--- src/rtl/etfp_pkg.sv ---
// Package for the escape-time fractal pixel core: constants, types, helpers.
// No dependencies; imported by every rtl module of the block.
`default_nettype none
package etfp_pkg;
  localparam int MaxIter     = 256;
  localparam int ImageWidth  = 800;
  localparam int ImageHeight = 800;
  localparam int CarpetSize  = 243;
  localparam int FracBits    = 28;
  localparam int CntW        = $clog2(MaxIter + 1);
  localparam int OutCntW     = 9;
  localparam int CfgIdxW     = 3;
  localparam int CfgDataW    = 32;
  // carpet digit count: how many times size can be divided by 3 before zero
  function automatic int carpet_digits(input int s);
    int n;
    int v;
    n = 0;
    v = s;
    while (v > 0) begin
      v = v / 3;
      n = n + 1;
    end
    return n;
  endfunction
  localparam int CarpetDigits = carpet_digits(CarpetSize);
  localparam int NumCells = (CarpetDigits > 1) ? CarpetDigits : 1;

  typedef enum logic [1:0] {
    MODE_MANDEL = 2'd0,
    MODE_JULIA  = 2'd1,
    MODE_SHIP   = 2'd2,
    MODE_CARPET = 2'd3
  } mode_t;

  typedef enum logic [2:0] {
    REG_MODE      = 3'd0,
    REG_CENTER_RE = 3'd1,
    REG_CENTER_IM = 3'd2,
    REG_STEP      = 3'd3,
    REG_JULIA_RE  = 3'd4,
    REG_JULIA_IM  = 3'd5
  } cfg_idx_t;

  typedef enum logic [2:0] {
    ST_IDLE,
    ST_MAP,
    ST_SQ,
    ST_UPD,
    ST_CARPET,
    ST_DONE
  } state_t;

  // one carpet cell: remaining x, y values and running empty flag
  typedef struct packed {
    logic [9:0] x;
    logic [9:0] y;
    logic       hole;
  } carpet_tok_t;
endpackage
`default_nettype wire

--- src/rtl/etfp_carpet_cell.sv ---
// One base-3 digit stage of the carpet membership chain.
// Depends on etfp_pkg.
`default_nettype none
module etfp_carpet_cell import etfp_pkg::*; (
  input  wire logic        clk,
  input  wire carpet_tok_t tok_i,
  output carpet_tok_t      tok_o
);
  carpet_tok_t tok_nxt;
  carpet_tok_t tok_r;
  logic [9:0]  qx, qy;
  logic [1:0]  rx, ry;
  logic [20:0] mx, my;

  always_comb begin
    // x / 3 via reciprocal multiply (exact for 10-bit values)
    mx = 21'(tok_i.x) * 21'd683;
    my = 21'(tok_i.y) * 21'd683;
    qx = mx[20:11];
    qy = my[20:11];
    rx = 2'(tok_i.x - 10'(qx * 10'd3));
    ry = 2'(tok_i.y - 10'(qy * 10'd3));
    tok_nxt.x    = qx;
    tok_nxt.y    = qy;
    tok_nxt.hole = tok_i.hole | ((rx == 2'd1) && (ry == 2'd1));
  end

  always_ff @(posedge clk) begin
    tok_r <= tok_nxt;
  end
  assign tok_o = tok_r;
endmodule
`default_nettype wire

--- config.mk ---
export PLATFORM = sky130hd
export DESIGN_NAME = etfp_carpet_cell
export DESIGN_NICKNAME = d
export VERILOG_FILES = /design/src/rtl/etfp_pkg.sv /design/src/rtl/etfp_carpet_cell.sv
export SDC_FILE = /design/constraint.sdc
export NUM_CORES = 1
export LEC_CHECK = 0
export ABC_AREA = 1
export BUFFER_PORTS_ARGS = -buffer_cell sky130_fd_sc_hd__buf_4
export CAP_MARGIN = 20
export CORE_UTILIZATION = 55
export DETAILED_ROUTE_END_ITERATION = 6
export PLACE_DENSITY = 0.86
export SETUP_SLACK_MARGIN = 0.3
export SLEW_MARGIN = 10
export SYNTH_ARGS = -nofsm -noshare
export SYNTH_HDL_FRONTEND = slang
export SYNTH_SLANG_ARGS = --single-unit
--- constraint.sdc ---
create_clock -name clk -period 9.65 [get_ports clk]
set_input_delay 2.895 -clock clk [delete_from_list [all_inputs] [get_ports clk]]
set_output_delay 2.895 -clock clk [all_outputs]
set_load 0.02 [all_outputs]
Word-level counts from Yosys, hierarchy flattened
Cells that the tools add are included.

cells by class
  add/sub/neg operators = 2
  multiply operators = 4
  eq/ne operators = 2
  bitwise operators = 1
  reductions and logical operators = 1

operator list
  operator                                             count
  multiplier 10 x 10 -> 20 bit, second input constant  2
  multiplier 9 x 2 -> 2 bit, second input constant     2
  equality test 2 x 1 -> 1 bit, second input constant  2
  subtractor 2 bit                                     2
  logical AND 1 bit                                    1
  bitwise OR 1 bit                                     1

storage, ports and cells
  register bits = 19
  input port bits = 22
  output and inout port bits = 21
  word-level logic and storage cells = 13

Depth between registers and ports, before layout
  depth after elaboration = 6
  depth in mapped cells = 28
  depth with buffers taken out = 28

Worst setup path after synthesis
OpenSTA, ideal clock, no wires.

  path kind = input to register
  from = input port tok_i[6] (netlist bit)
  to = register tok_r (netlist bit tok_o[0])
  library setup time = 0.112 ns
  arrival = 7.155 ns
  required time = 9.538 ns
  path slack = 2.383 ns
  cell stages on the path = 26
  buffers on the path = 0
  path through = ha_1 > ha_1 > inv_1 > fa_1 > inv_1 > fa_1 > inv_1 > fa_1 > inv_1 > ha_1 > nand2_1 > nor2_1 > nand3_1 > nand3_2 > xor2_1 > ha_1 > ha_1 > nor2_1 > xnor2_1 > inv_1 > nand3_1 > nand2_1 > nor2_1 > nor2_1 > nand2_1 > nand2_1

RTL lines
  element               line                    RTL
  from (decl)           etfp_carpet_cell.sv:6   input wire carpet_tok_t tok_i,
  to (signal assigned)  etfp_carpet_cell.sv:29  tok_r <= tok_nxt;
  to (decl)             etfp_carpet_cell.sv:10  carpet_tok_t tok_r;

==> impl_metrics.toml <==
[clock_tree]
cts_tree = "built"
clk_pin_slew_ps = 80
clock-root-buffer = "clkbuf_8"
cts_buffers = 3
post_cts.repair.setup_buffers = 0
clock_path_buffers = 2
cts_resized = 0
postCtsHoldBufs = 0
clkSinkCount = 19
htreeDepth = 1

[synthesis]
seq_area_frac_synth = 0.0861
synth_xor_area_frac = 0.0357
synth-main-ff-cell = "dfxtp_1"
yosysTopAreaCellShare = 0.354
ys_top_cells_by_count = "inv_1, ha_1, nand2_1, fa_1, a21oi_1"
yosysMostFrequentCell = "inv_1"
ys_ff_latch = 19
synthSimpleGateAreaFrac = 0.148
synth-async-reset-ratio = 0
yosys_warnings = 0
synth_fa_ha_area_frac = 0.553
ys_top_cells_by_area = "ha_1, fa_1, inv_1, dfxtp_1, nand2_1"
synth_cell_types = 32
synth_compound_area_frac = 0.0558
synth_area_um2 = 4420
syn-instance-count = 529
synth_edf_count = 0
synthMuxAreaShare = 0
synth_top_family_by_area = "adder cells"
syn_area_per_cell_um2 = 8.35
synth_largest_area_cell = "ha_1"

[floorplanning]
design.die.area_um2 = 8400
start_util = 0.569
row_count = 32
die_y_um = 91.6
io_pins = 43
die_x_um = 91.6
core_um2 = 7770

[timing]
drv_slew = 0
fin_crit_ps = 7600
hold_ws_ps = 2800
max_freq_mhz = 132
rsz0062_at_grt = "no"
setup_violations = 0
finalCritPeriodShare = 0.788
setup_tns_ps = 0
finalHoldViolations = 0

[setup_path]
cp-start-kind = "primary input"
cp.required_ps = 9870
worstSetupEndpointType = "flop"
cp.arrival_ps = 7820
critical_path_class = "primary input to flop"
crit_fanout = 7

[grt]
grt_first_pass_wirelength_um = 16300
grt.overflow.total = 0
grt_pass1_vias = 3847
track_usage = 0.241
antenna_found_initial = 0
grt_max_degree = 13

[cells_and_area]
area.sequential_um2 = 380
area_growth_syn_to_layout_pct = 10.5
antenna_cells = 0
n_fill_cell = 657
finalNetCount = 764
fin_util = 0.629
multi_input_area_um2 = 3510
largest_reg_flops = 19
drive_gt1_frac = 0.122

[detailed_routing]
wl_met1_um = 3800
dr.pass1.iters = 4
initialDrtViolationCount = 119
dr_wl_met2_um = 4950
vias_per_cell = 5.30
dr_wl_met3_um = 318
drtAntennaViolNets = 0
wire_per_inst_um = 14.0
routed_wirelength_um = 9460
top_layer = "met4"
drc = 0
num_vias = 3569

[min_path]
hold_path.class = "primary input to flop"

[place]
port_buffers = 40
hpwl_um = 8560
gp_congestion = 0.917

[run_status]
outcome = "completed"

[pwr]
peakVddDrop_uv = 107
pwr_density_cell_nw_per_um2 = 288
p_leak_nw = 2.98

[job]
drv_cap = 0
==> power breakdown <==
group	internal [mW]	total, mW	switching [mW]
Sequential	0.126	0.139	0.0126
Clock	0.0291	0.0584	0.0292
Combinational	0.479	1.21	0.728
==> critical path, stage by stage <==
cell,delay (ps)
buf_4,150
ha_1,350
fa_1,530
inv_1,70
fa_1,540
inv_1,60
fa_1,480
ha_1,310
ha_1,350
nand2_1,70
nor2_1,160
nand3_1,110
nand3_2,100
xor2_1,310
ha_1,310
ha_1,180
nor2_1,140
xnor2_1,170
inv_1,60
nand3_1,80
nand2_1,70
nand2_1,70
nand2_1,50
nor2_1,90
nand2_1,60
nand2_1,40
==> metal layers <==
layer / up-vias / global-route usage
met5: - / 0
met4: 0 / 0.120
met3: 37 / 0.0249
met2: 101 / 0.461
met1: 1678 / 0.262
li1: 1753 / -
==> area by class of cell <==
class                      instances  area share
tap                              102      0.0261
inverter                         138       0.106
timing repair buffer              40      0.0615
multi-input combinational        371       0.718
sequential                        19      0.0779
clock inverter                     1     0.00154
clock buffer                       3     0.00846
==> per-stage QoR <==
step	setup slack [ps]	instances	area, µm²	power [mW]
6_report	2050	674	4880	1.40
5_1_grt	1710	674	4880	1.57
4_1_cts	2070	674	4880	1.40
3_5_place_dp	1810	670	4830	1.34
3_3_place_gp	2080	670	4830	1.26
2_1_floorplan	2380	530	4420	1.04
==> cells in the final DEF, fill, tap and decap left out, types with 2 or more instances in the layout <==
cell and instances:
a21oi_1 24, a21oi_2 2, buf_4 40, clkbuf_8 3
conb_1 2, dfxtp_1 19, fa_1 44, ha_1 125
inv_1 135, inv_2 3, nand2_1 89, nand2_2 7
nand3_1 11, nand3_2 7, nand4_1 10, nor2_1 9
nor2_2 2, nor3_1 3, o21ai_0 5, o21bai_2 2
xnor2_1 5, xor2_1 13
==> logic make-up (layout without fill, tap and decap cells) <==
group	count (synthesis)	in the layout
AO/OA/AOI/OAI	41	41
XOR/XNOR	18	18
adder cells (fa/ha/maj)	169	169
buffers and inverters	140	182
flip-flops	19	19
other	1	2
AND/OR/NAND/NOR	141	141
==> worst paths after layout <==
kind	start	to	cells past startpoint
max	tok_i[2]	tok_o[0]$_DFF_P_	26
min	tok_i[0]	tok_o[0]$_DFF_P_	3
No activity file was read; power rests on OpenSTA's default activity.
